$ cat config.mk
export PLATFORM = sky130hd
export DESIGN_NAME = rmq_div
export DESIGN_NICKNAME = d
export VERILOG_FILES = /design/src/rtl/rotation_matrix_to_quaternion_macros.svh /design/src/rtl/rmq_pkg.sv /design/src/rtl/rmq_div.sv
export SDC_FILE = /design/constraint.sdc
export NUM_CORES = 2
export LEC_CHECK = 0
export BUFFER_PORTS_ARGS = -buffer_cell sky130_fd_sc_hd__buf_2
export CORE_AREA = 2 2 277 415
export DETAILED_ROUTE_END_ITERATION = 8
export DIE_AREA = 0 0 279 417
export GPL_TIMING_DRIVEN = 1
export HOLD_SLACK_MARGIN = 0.02
export SLEW_MARGIN = 10
export SYNTH_ARGS = -nofsm -noshare
export SYNTH_HDL_FRONTEND = slang
export SYNTH_SLANG_ARGS = --single-unit
$ cat constraint.sdc
create_clock -name i_clk -period 26.2 [get_ports i_clk]
set_clock_uncertainty 0.05 [all_clocks]
set_input_delay 3.93 -clock i_clk [delete_from_list [all_inputs] [get_ports i_clk]]
set_output_delay 3.93 -clock i_clk [all_outputs]
set_load 0.005 [all_outputs]
$ cat src/rtl/rotation_matrix_to_quaternion_macros.svh
// Assertion macros for the rotation-matrix-to-quaternion block.
// Included by the top level; depends on nothing.
`ifndef ROTATION_MATRIX_TO_QUATERNION_MACROS_SVH
`define ROTATION_MATRIX_TO_QUATERNION_MACROS_SVH

// same-cycle implication, disabled while reset is low
`define RMQ_ASSERT_IMPL(label, clk, rst_n, ante, cons) \
    label: assert property (@(posedge clk) disable iff (!rst_n) (ante) |-> (cons)) \
        else $error("rmq assertion failed");

// next-cycle implication, disabled while reset is low
`define RMQ_ASSERT_NEXT(label, clk, rst_n, ante, cons) \
    label: assert property (@(posedge clk) disable iff (!rst_n) (ante) |=> (cons)) \
        else $error("rmq assertion failed");

`endif

$ cat src/rtl/rmq_pkg.sv
// Shared constants and types for the rotation-matrix-to-quaternion block.
// No dependencies.
package rmq_pkg;

    localparam int FRAC_BITS = 14;
    localparam int IN_W      = 16;
    localparam int OUT_W     = 16;

    // radicand magnitude: one plus three element terms
    localparam int RAD_W     = $clog2((1 << FRAC_BITS) + 3 * 32768);
    localparam int ROOT_W    = (RAD_W + FRAC_BITS + 1) / 2;
    localparam int SQ_IN_W   = 2 * ROOT_W;
    localparam int STEPS     = 4;
    localparam int SQ_LAT    = (ROOT_W + STEPS - 1) / STEPS;

    localparam int S_W       = ROOT_W + 1;
    localparam int MAG_W     = IN_W + 1;
    localparam int DIV_N_W   = MAG_W + FRAC_BITS + 1;
    localparam int DIV_LAT   = (DIV_N_W + STEPS - 1) / STEPS;

    typedef logic [1:0] t_branch;
    localparam t_branch BR_QW = 2'd0;
    localparam t_branch BR_QX = 2'd1;
    localparam t_branch BR_QY = 2'd2;
    localparam t_branch BR_QZ = 2'd3;

    localparam logic signed [OUT_W-1:0] Q_ONE =
        (FRAC_BITS >= OUT_W - 1) ? 16'sh7fff : OUT_W'(1 << FRAC_BITS);

endpackage

$ cat src/rtl/rmq_div.sv
// Pipelined unsigned restoring divider, STEPS quotient bits per stage.
// Depends on rmq_pkg.
module rmq_div (
    input  logic                          i_clk,
    input  logic                          i_en,
    input  logic [rmq_pkg::DIV_N_W-1:0]   i_num,
    input  logic [rmq_pkg::S_W-1:0]       i_den,
    output logic [rmq_pkg::DIV_N_W-1:0]   o_quo
);

    localparam int NW = rmq_pkg::DIV_N_W;
    localparam int SW = rmq_pkg::S_W;

    logic [NW-1:0] r_x   [rmq_pkg::DIV_LAT];
    logic [SW-1:0] r_rem [rmq_pkg::DIV_LAT];
    logic [NW-1:0] r_q   [rmq_pkg::DIV_LAT];
    logic [SW-1:0] r_den [rmq_pkg::DIV_LAT];

    for (genvar g = 0; g < rmq_pkg::DIV_LAT; g++) begin : g_stage
        logic [NW-1:0] w_x_in;
        logic [SW-1:0] w_rem_in;
        logic [NW-1:0] w_q_in;
        logic [SW-1:0] w_den_in;
        logic [NW-1:0] n_x;
        logic [SW-1:0] n_rem;
        logic [NW-1:0] n_q;

        if (g == 0) begin : g_first
            assign w_x_in   = i_num;
            assign w_rem_in = '0;
            assign w_q_in   = '0;
            assign w_den_in = i_den;
        end else begin : g_next
            assign w_x_in   = r_x[g-1];
            assign w_rem_in = r_rem[g-1];
            assign w_q_in   = r_q[g-1];
            assign w_den_in = r_den[g-1];
        end

        always_comb begin
            logic [SW:0] r1;
            n_x   = w_x_in;
            n_rem = w_rem_in;
            n_q   = w_q_in;
            r1    = '0;
            for (int j = 0; j < rmq_pkg::STEPS; j++) begin
                if (g * rmq_pkg::STEPS + j < NW) begin
                    r1  = {n_rem, n_x[NW-1]};
                    n_x = n_x << 1;
                    if (r1 >= {1'b0, w_den_in}) begin
                        n_rem = SW'(r1 - {1'b0, w_den_in});
                        n_q   = {n_q[NW-2:0], 1'b1};
                    end else begin
                        n_rem = SW'(r1);
                        n_q   = {n_q[NW-2:0], 1'b0};
                    end
                end
            end
        end

        always_ff @(posedge i_clk) begin
            if (i_en) begin
                r_x[g]   <= n_x;
                r_rem[g] <= n_rem;
                r_q[g]   <= n_q;
                r_den[g] <= w_den_in;
            end
        end
    end

    assign o_quo = r_q[rmq_pkg::DIV_LAT-1];

endmodule
==> results.toml <==
[critical_path]
cp_num_cells = 35
cp-startpoint = "i_den[14]"
path_buf_inv = 1
critical_path_peak_fanout = 19
critPathMaxStageDelay_ns = 0.81
worstPathRequired_ns = 26.54
cp-start-kind = "input pin"
worstPathArrival_ns = 14.08
cp_top_family = "compound AO/OA/AOI/OAI gates"
critPathKind = "input pin to flip-flop"
reg2reg_depth = 44
crit_path_end_kind = "flip-flop"
r2r-start = "r_den[2][0]"
critPathSlowestCell = "a211oi_4"
crit_top_cell = "o21ai_0"

[hold_path]
hold_path_class = "flip-flop to flip-flop"
min_path_cells = 0
min_from = "r_x[0][3]"

[clock_network]
cts_tree = "built"
cts_made_buffers = 55
clkLatencyLatePin_ns = 0.65
htree_num_levels = 2
clockBufferDepth = 3
root_buffer = "clkbuf_16"
cts.sinks = 494
holdBufCountCts = 0
ctsResizeCount = 0
clk_pin_slew_ns = 0.07
post_cts_buffers = 0

[routing]
dr.pass1.iters = 5
vias = 35760
drtIter0Drc = 1875
avgViaCountPerCell = 5.683
drt.antenna.violating_nets = 0
drc = 0
wl_per_cell_um = 19.40
wl_um = 122100

[timing]
rsz0062_at_grt = "false"
tightestPinTransition_ns = 1.029
setup_viol = 0
final.setup.tns_ns = 0
min_period_ns = 13.74
relSlewSlack_pct = 31.19
fmax_mhz = 72.79
setup_ws_ns = 12.46
slew_viol_final = 0
period_share_pct = 52.43
hold_viol_final = 0

[logic_synthesis]
synth-edff-count = 494
ys_warn_count = 0
synthArstFlopShare_pct = 0
synth_area_leaders = "edfxtp_1 33%, ha_1 15%, xnor2_1 4.5%"
synth_ff_type = "edfxtp_1"
syn_avg_cell_area_um2 = 9.491
synth_cell_types = 112
yosys.area.top_type = "edfxtp_1"
yosys.area.top_type_share_pct = 33.11
ys_ff_latch = 494
netlist_area_mm2 = 0.04481
synthCells = 4721
syn_nets = 5331
synth_seq_area_share_pct = 33.11

[placement]
gp_congestion = 0.9320
post-dp-hpwl_um = 98740
post-place-ws_ns = 11.97
portBuffers = 82

[floorplan]
core_mm2 = 0.1128
die_width_um = 279
initial_utilization_pct = 39.73
row_count = 151
io_pins = 83
die_area_mm2 = 0.1163
die_y_um = 417

[grt]
grt_pass1_vias = 35690
grt_antenna_before_repair = 2
track_usage_pct = 20.53
grt.overflow.total = 0
grt_max_degree = 76
grt_pass1_wl_um = 189700

[finish]
areaGrowthSynthToFinish_pct = 8.252
diodes = 0
register_area_mm2 = 0.01483
multi_input_area_mm2 = 0.02830
mostFrequentLayoutCell = "ha_1"
fin_nets = 5405
nFillCells = 10980
drive_gt1_share_pct = 9.258
final_cell_mix = "529 x ha_1, 494 x edfxtp_1, 374 x a21oi_1, 367 x nand2_1, 351 x nor2_1"

[flow_run]
maxCapViolCount = 0

[status]
outcome = "finished, final reports clean"
-- registers in the layout, summed over array words and instances, names as in the netlist --
register / count
r_den: 119
r_q: 144
r_rem: 119
r_x: 112
-- path summary, 6_finish.rpt --
kind / to / slack [ns]
worst max-delay path: r_rem[0][16] / 12.46
worst min register to register: r_x[1][7] / 0.34
worst max register to register: r_rem[3][9] / 12.58
worst min-delay path: r_x[1][7] / 0.34
-- area by class of cell --
class / count / area share (%)
Clock buffer: 64 / 2.907
Clock inverter: 37 / 0.6346
Inverter: 340 / 2.631
Multi-Input combinational cell: 3804 / 58.35
Sequential cell: 494 / 30.58
Tap cell: 1453 / 3.748
Timing Repair Buffer: 100 / 1.145
-- synth_stat cells, drive strengths merged, types with 33 or more instances --
cell type  count
nand2b        71
xnor2        230
a31oi         41
nand2        371
and2          34
a21boi        33
nand3         78
nor2         353
o31ai         35
nor3          86
ha           529
inv          338
a21o         145
a21oi        376
o21ai        280
xor2         144
mux2         190
o21a          70
a211oi        38
buf           43
mux2i         56
nor2b         71
clkbuf        40
o21bai        41
nand4         85
edfxtp       494
and3          42
-- metrics by stage --
stage          area, um2  hold WS (ns)  util (%)  cells
6_report           48500        0.3403     43.00   6292
5_1_grt            48500        0.3419     43.00   6292
3_3_place_gp       46790        0.3506     41.48   6191
2_1_floorplan      44810        0.3503         -   4721
4_1_cts            48500        0.3327     43.00   6292
3_5_place_dp       46790        0.3545     41.48   6191
-- cell families (layout without fill, tap and decap cells) --
kind of cell    after synthesis  in the layout  synth area share, %
flops                       494            494                33.11
mux                         246            246                6.110
simple gates               1332           1332                14.54
xor+xnor                    374            374                7.311
buf+inv                     423            541                3.747
compound gates             1293           1293                19.07
fa+ha+maj                   559            559                16.11
-- layer usage --
layer	vias up	track usage [%]	part of all wire, %
met2	783	39.15	52
met4	0	10.83	5.7
met1	16960	22.15	39
met5	-	0	0
li1	17740	-	-
met3	280	1.992	2.9
Power is left out: the tool's default activity adds up to more than one toggle a clock period on the data nets, which glitch-free logic cannot reach.
