### src/rtl/rotation_matrix_to_quaternion_macros.svh
// Assertion macros for the rotation-matrix-to-quaternion block.
// Included by the top level; depends on nothing.
`ifndef ROTATION_MATRIX_TO_QUATERNION_MACROS_SVH
`define ROTATION_MATRIX_TO_QUATERNION_MACROS_SVH

// same-cycle implication, disabled while reset is low
`define RMQ_ASSERT_IMPL(label, clk, rst_n, ante, cons) \
    label: assert property (@(posedge clk) disable iff (!rst_n) (ante) |-> (cons)) \
        else $error("rmq assertion failed");

// next-cycle implication, disabled while reset is low
`define RMQ_ASSERT_NEXT(label, clk, rst_n, ante, cons) \
    label: assert property (@(posedge clk) disable iff (!rst_n) (ante) |=> (cons)) \
        else $error("rmq assertion failed");

`endif

### src/rtl/rmq_pkg.sv
// Shared constants and types for the rotation-matrix-to-quaternion block.
// No dependencies.
package rmq_pkg;

    localparam int FRAC_BITS = 14;
    localparam int IN_W      = 16;
    localparam int OUT_W     = 16;

    // radicand magnitude: one plus three element terms
    localparam int RAD_W     = $clog2((1 << FRAC_BITS) + 3 * 32768);
    localparam int ROOT_W    = (RAD_W + FRAC_BITS + 1) / 2;
    localparam int SQ_IN_W   = 2 * ROOT_W;
    localparam int STEPS     = 4;
    localparam int SQ_LAT    = (ROOT_W + STEPS - 1) / STEPS;

    localparam int S_W       = ROOT_W + 1;
    localparam int MAG_W     = IN_W + 1;
    localparam int DIV_N_W   = MAG_W + FRAC_BITS + 1;
    localparam int DIV_LAT   = (DIV_N_W + STEPS - 1) / STEPS;

    typedef logic [1:0] t_branch;
    localparam t_branch BR_QW = 2'd0;
    localparam t_branch BR_QX = 2'd1;
    localparam t_branch BR_QY = 2'd2;
    localparam t_branch BR_QZ = 2'd3;

    localparam logic signed [OUT_W-1:0] Q_ONE =
        (FRAC_BITS >= OUT_W - 1) ? 16'sh7fff : OUT_W'(1 << FRAC_BITS);

endpackage

### src/rtl/rmq_isqrt.sv
// Pipelined integer square root, STEPS result bits per stage.
// Depends on rmq_pkg.
module rmq_isqrt (
    input  logic                          i_clk,
    input  logic                          i_en,
    input  logic [rmq_pkg::SQ_IN_W-1:0]   i_rad,
    output logic [rmq_pkg::ROOT_W-1:0]    o_root
);

    localparam int REM_W = rmq_pkg::ROOT_W + 1;

    logic [rmq_pkg::SQ_IN_W-1:0] r_x    [rmq_pkg::SQ_LAT];
    logic [REM_W-1:0]            r_rem  [rmq_pkg::SQ_LAT];
    logic [rmq_pkg::ROOT_W-1:0]  r_root [rmq_pkg::SQ_LAT];

    for (genvar g = 0; g < rmq_pkg::SQ_LAT; g++) begin : g_stage
        logic [rmq_pkg::SQ_IN_W-1:0] w_x_in;
        logic [REM_W-1:0]            w_rem_in;
        logic [rmq_pkg::ROOT_W-1:0]  w_root_in;
        logic [rmq_pkg::SQ_IN_W-1:0] n_x;
        logic [REM_W-1:0]            n_rem;
        logic [rmq_pkg::ROOT_W-1:0]  n_root;

        if (g == 0) begin : g_first
            assign w_x_in    = i_rad;
            assign w_rem_in  = '0;
            assign w_root_in = '0;
        end else begin : g_next
            assign w_x_in    = r_x[g-1];
            assign w_rem_in  = r_rem[g-1];
            assign w_root_in = r_root[g-1];
        end

        always_comb begin
            logic [REM_W+1:0] rem4;
            logic [REM_W+1:0] trial;
            n_x    = w_x_in;
            n_rem  = w_rem_in;
            n_root = w_root_in;
            rem4   = '0;
            trial  = '0;
            for (int j = 0; j < rmq_pkg::STEPS; j++) begin
                if (g * rmq_pkg::STEPS + j < rmq_pkg::ROOT_W) begin
                    rem4  = {n_rem, n_x[rmq_pkg::SQ_IN_W-1 -: 2]};
                    trial = (REM_W+2)'({n_root, 2'b01});
                    n_x   = n_x << 2;
                    if (rem4 >= trial) begin
                        n_rem  = REM_W'(rem4 - trial);
                        n_root = {n_root[rmq_pkg::ROOT_W-2:0], 1'b1};
                    end else begin
                        n_rem  = REM_W'(rem4);
                        n_root = {n_root[rmq_pkg::ROOT_W-2:0], 1'b0};
                    end
                end
            end
        end

        always_ff @(posedge i_clk) begin
            if (i_en) begin
                r_x[g]    <= n_x;
                r_rem[g]  <= n_rem;
                r_root[g] <= n_root;
            end
        end
    end

    assign o_root = r_root[rmq_pkg::SQ_LAT-1];

endmodule

### config.mk
export PLATFORM = sky130hd
export DESIGN_NAME = rmq_isqrt
export DESIGN_NICKNAME = d
export VERILOG_FILES = /design/src/rtl/rotation_matrix_to_quaternion_macros.svh /design/src/rtl/rmq_pkg.sv /design/src/rtl/rmq_isqrt.sv
export SDC_FILE = /design/constraint.sdc
export NUM_CORES = 1
export LEC_CHECK = 0
export ABC_CLOCK_PERIOD_IN_PS = 25900
export BUFFER_PORTS_ARGS = -buffer_cell sky130_fd_sc_hd__buf_2
export CORE_UTILIZATION = 55
export DETAILED_ROUTE_END_ITERATION = 6
export PLACE_DENSITY = 0.7
export SYNTH_ARGS = -nofsm -noshare
export SYNTH_HDL_FRONTEND = slang
export SYNTH_SLANG_ARGS = --single-unit
### constraint.sdc
create_clock -name i_clk -period 25.9 [get_ports i_clk]
set_input_delay 1.295 -clock i_clk [delete_from_list [all_inputs] [get_ports i_clk]]
set_output_delay 1.295 -clock i_clk [all_outputs]
set_load 0.05 [all_outputs]
==> results.json <==
{
  "status": "complete, but fails checks",
  "violations": "DRC",
  "startpoint_type": "flop",
  "worstPathMaxFanout": 28,
  "avgSynthCellArea_um2": 8.55,
  "finalSetupViolCount": 0,
  "path_buf_inv": 3,
  "grt.total_usage_pct": 28.5,
  "core_area_mm2": 0.0261,
  "worstMarginPinSlew_ns": 0.982,
  "cellPowerDensity_mw_per_mm2": 136,
  "dr_wl_met2_um": 17700,
  "place_congestion": 0.967,
  "synth_cells": 1714,
  "n_antenna_cell": 0,
  "port_buffers": 49,
  "route.met3.wl_um": 2110,
  "final_core_util_pct": 60.5,
  "rsz0062_at_grt": "no",
  "pre_cts_ws_ns": 14.91,
  "antenna_found_initial": 0,
  "grt_max_degree": 78,
  "syn_area_mm2": 0.0147,
  "ctsResizeCount": 0,
  "synth-seq-area-share_pct": 28.5,
  "max_stage_delay_ns": 0.66,
  "power.leakage_uw": 0.00666,
  "drc": 6,
  "postCtsSetupBuffers": 0,
  "yosys.area.top_type": "edfxtp_1",
  "finalWorstSetupSlack_ns": 14.85,
  "avgRoutedWirePerCell_um": 18.4,
  "clockBufferDepth": 2,
  "relSlewSlack_pct": 34.5,
  "drtIter0Drc": 1172,
  "ys.flop_type": "edfxtp_1",
  "synth_area_leaders": "edfxtp_1 (28%), ha_1 (13%), xnor2_1 (6.0%), a21oi_1 (5.6%), nor2_1 (3.9%)",
  "final_layout_size_suffix_gt1_share_pct": 9.12,
  "vias": 13100,
  "post-dp-hpwl_um": 30000,
  "drv_slew": 0,
  "setup_tns_ns": 0,
  "ys_seq_elements": 139,
  "min_period_ns": 11.05,
  "clkSinkCount": 139,
  "vdd_drop_max_mv": 0.0726,
  "vias_per_cell": 6.25,
  "p_total_uw": 2150,
  "clock_latency_ns": 0.44,
  "max-cap-violations": 0,
  "cts_tree": "done",
  "async_flop_share_pct": 0,
  "cp-end-kind": "flop",
  "finalHoldViolations": 0,
  "cts_buffers": 17,
  "rows": 59,
  "required_ns": 26.06,
  "top_layer_used": "met4",
  "m1WireLength_um": 18100,
  "synth_top_area_share_pct": 28.5,
  "skew_ns": 0.0193,
  "grt_pass1_wl_um": 61000,
  "crit_type": "flop to flop",
  "hold_buffers": 0,
  "hp-class": "flop to flop",
  "fp.dieW_um": 165,
  "fin_nets": 1937,
  "wirelength_um": 38700,
  "synth_warnings": 0,
  "grt_pass1_vias": 12000,
  "critPathArrivalTime_ns": 11.21,
  "ios": 50,
  "slowest_stage": "inv_1",
  "timing.final.crit_share_pct": 42.7,
  "die_y_um": 165,
  "start_util_pct": 56.1,
  "h-tree-depth": 4,
  "synth_edf_count": 139,
  "cts-root-buf": "clkbuf_16",
  "drt_first_pass_iters": 7,
  "critPathTopFamily": "compound AO/OA/AOI/OAI gates",
  "max_clock_freq_mhz": 90.5,
  "die_area_mm2": 0.0273,
  "critPathMostFrequentCell": "a21o_1",
  "synth_cell_type_count": 103,
  "clk_pin_slew_ns": 0.07,
  "grt_overflow": 0,
  "ant_nets": 0,
  "area_delta_synth_final_pct": 7.86
}
registers in the layout, indices dropped and copies added, names as in the netlist:
name / flops
r_rem: 51
r_root: 40
r_x: 48
Yosys cell counts, drive strengths merged (14+ instances only):
cell type,n
a211oi,19
a21o,57
a21oi,166
a31oi,16
and2,15
and3,20
clkbuf,29
edfxtp,139
ha,150
inv,106
mux2,23
mux2i,14
nand2,151
nand2b,22
nand3,40
nand4,27
nor2,151
nor2b,20
nor3,54
nor4,17
o211ai,15
o21a,16
o21ai,90
o21bai,24
o31ai,20
or3,16
xnor2,100
xor2,45
cells in the final DEF, fill, tap and decap left out, types with 52 or more instances in the layout:
| master | count |
|---|---|
| nor3_1 | 52 |
| nor2_1 | 151 |
| edfxtp_1 | 139 |
| a21o_1 | 57 |
| o21ai_0 | 87 |
| inv_1 | 103 |
| a21oi_1 | 165 |
| nand2_1 | 149 |
| xnor2_1 | 100 |
| ha_1 | 150 |
logic make-up (layout without fill, tap and decap cells):
logic type / after synthesis / in the layout / synth area share, %
flops: 139 / 139 / 28.5
compound gates: 514 / 514 / 23.1
buf+inv: 144 / 195 / 3.96
xor+xnor: 145 / 145 / 8.66
other cells: 1 / 2 / 0.0256
mux: 37 / 37 / 2.72
simple gates: 584 / 584 / 20.3
fa+ha+maj: 150 / 150 / 12.8
stage by stage:
| stage | hold WS [ns] | instance area (um^2) | std cells |
|---|---|---|---|
| after floorplan | 0.400 | 14700 | 1715 |
| after global placement | 0.402 | 15200 | 2069 |
| after detailed placement | 0.405 | 15200 | 2069 |
| after CTS | 0.412 | 15800 | 2101 |
| after global routing | 0.424 | 15800 | 2101 |
| final | 0.411 | 15800 | 2101 |
path summary, 6_finish.rpt:
path | from | end | slack [ns] | cells after the start
max | r_root[2][0]$_DFFE_PP_ | r_root[3][0]$_DFFE_PP_ | 14.85 | 42
min | r_x[0][4]$_DFFE_PP_ | r_x[1][12]$_DFFE_PP_ | 0.41 | 0
max reg2reg | r_root[2][0]$_DFFE_PP_ | r_root[3][0]$_DFFE_PP_ | 14.85 | 42
min reg2reg | r_x[0][4]$_DFFE_PP_ | r_x[1][12]$_DFFE_PP_ | 0.41 | 0
cell type report:
| cell class | instances | area (um^2) |
|---|---|---|
| flip-flops and latches | 139 | 4170 |
| repair buffers | 56 | 304 |
| clock buffers | 17 | 425 |
| multi-input cells | 1432 | 9920 |
| fillers | 2353 | 10300 |
| clock inverters | 15 | 170 |
| well taps | 335 | 419 |
| inverters | 107 | 402 |
routing by layer:
layer	track usage, %	vias up
li1	-	6478
met1	39.6	6158
met2	45.9	431
met3	3.87	59
met4	8.67	0
met5	0	-
power by group:
part / switching [uW] / internal (uW)
Clock: 114 / 137
Combinational: 911 / 626
Sequential: 38.5 / 320
Note: power is estimated with default switching activity, not from simulation.
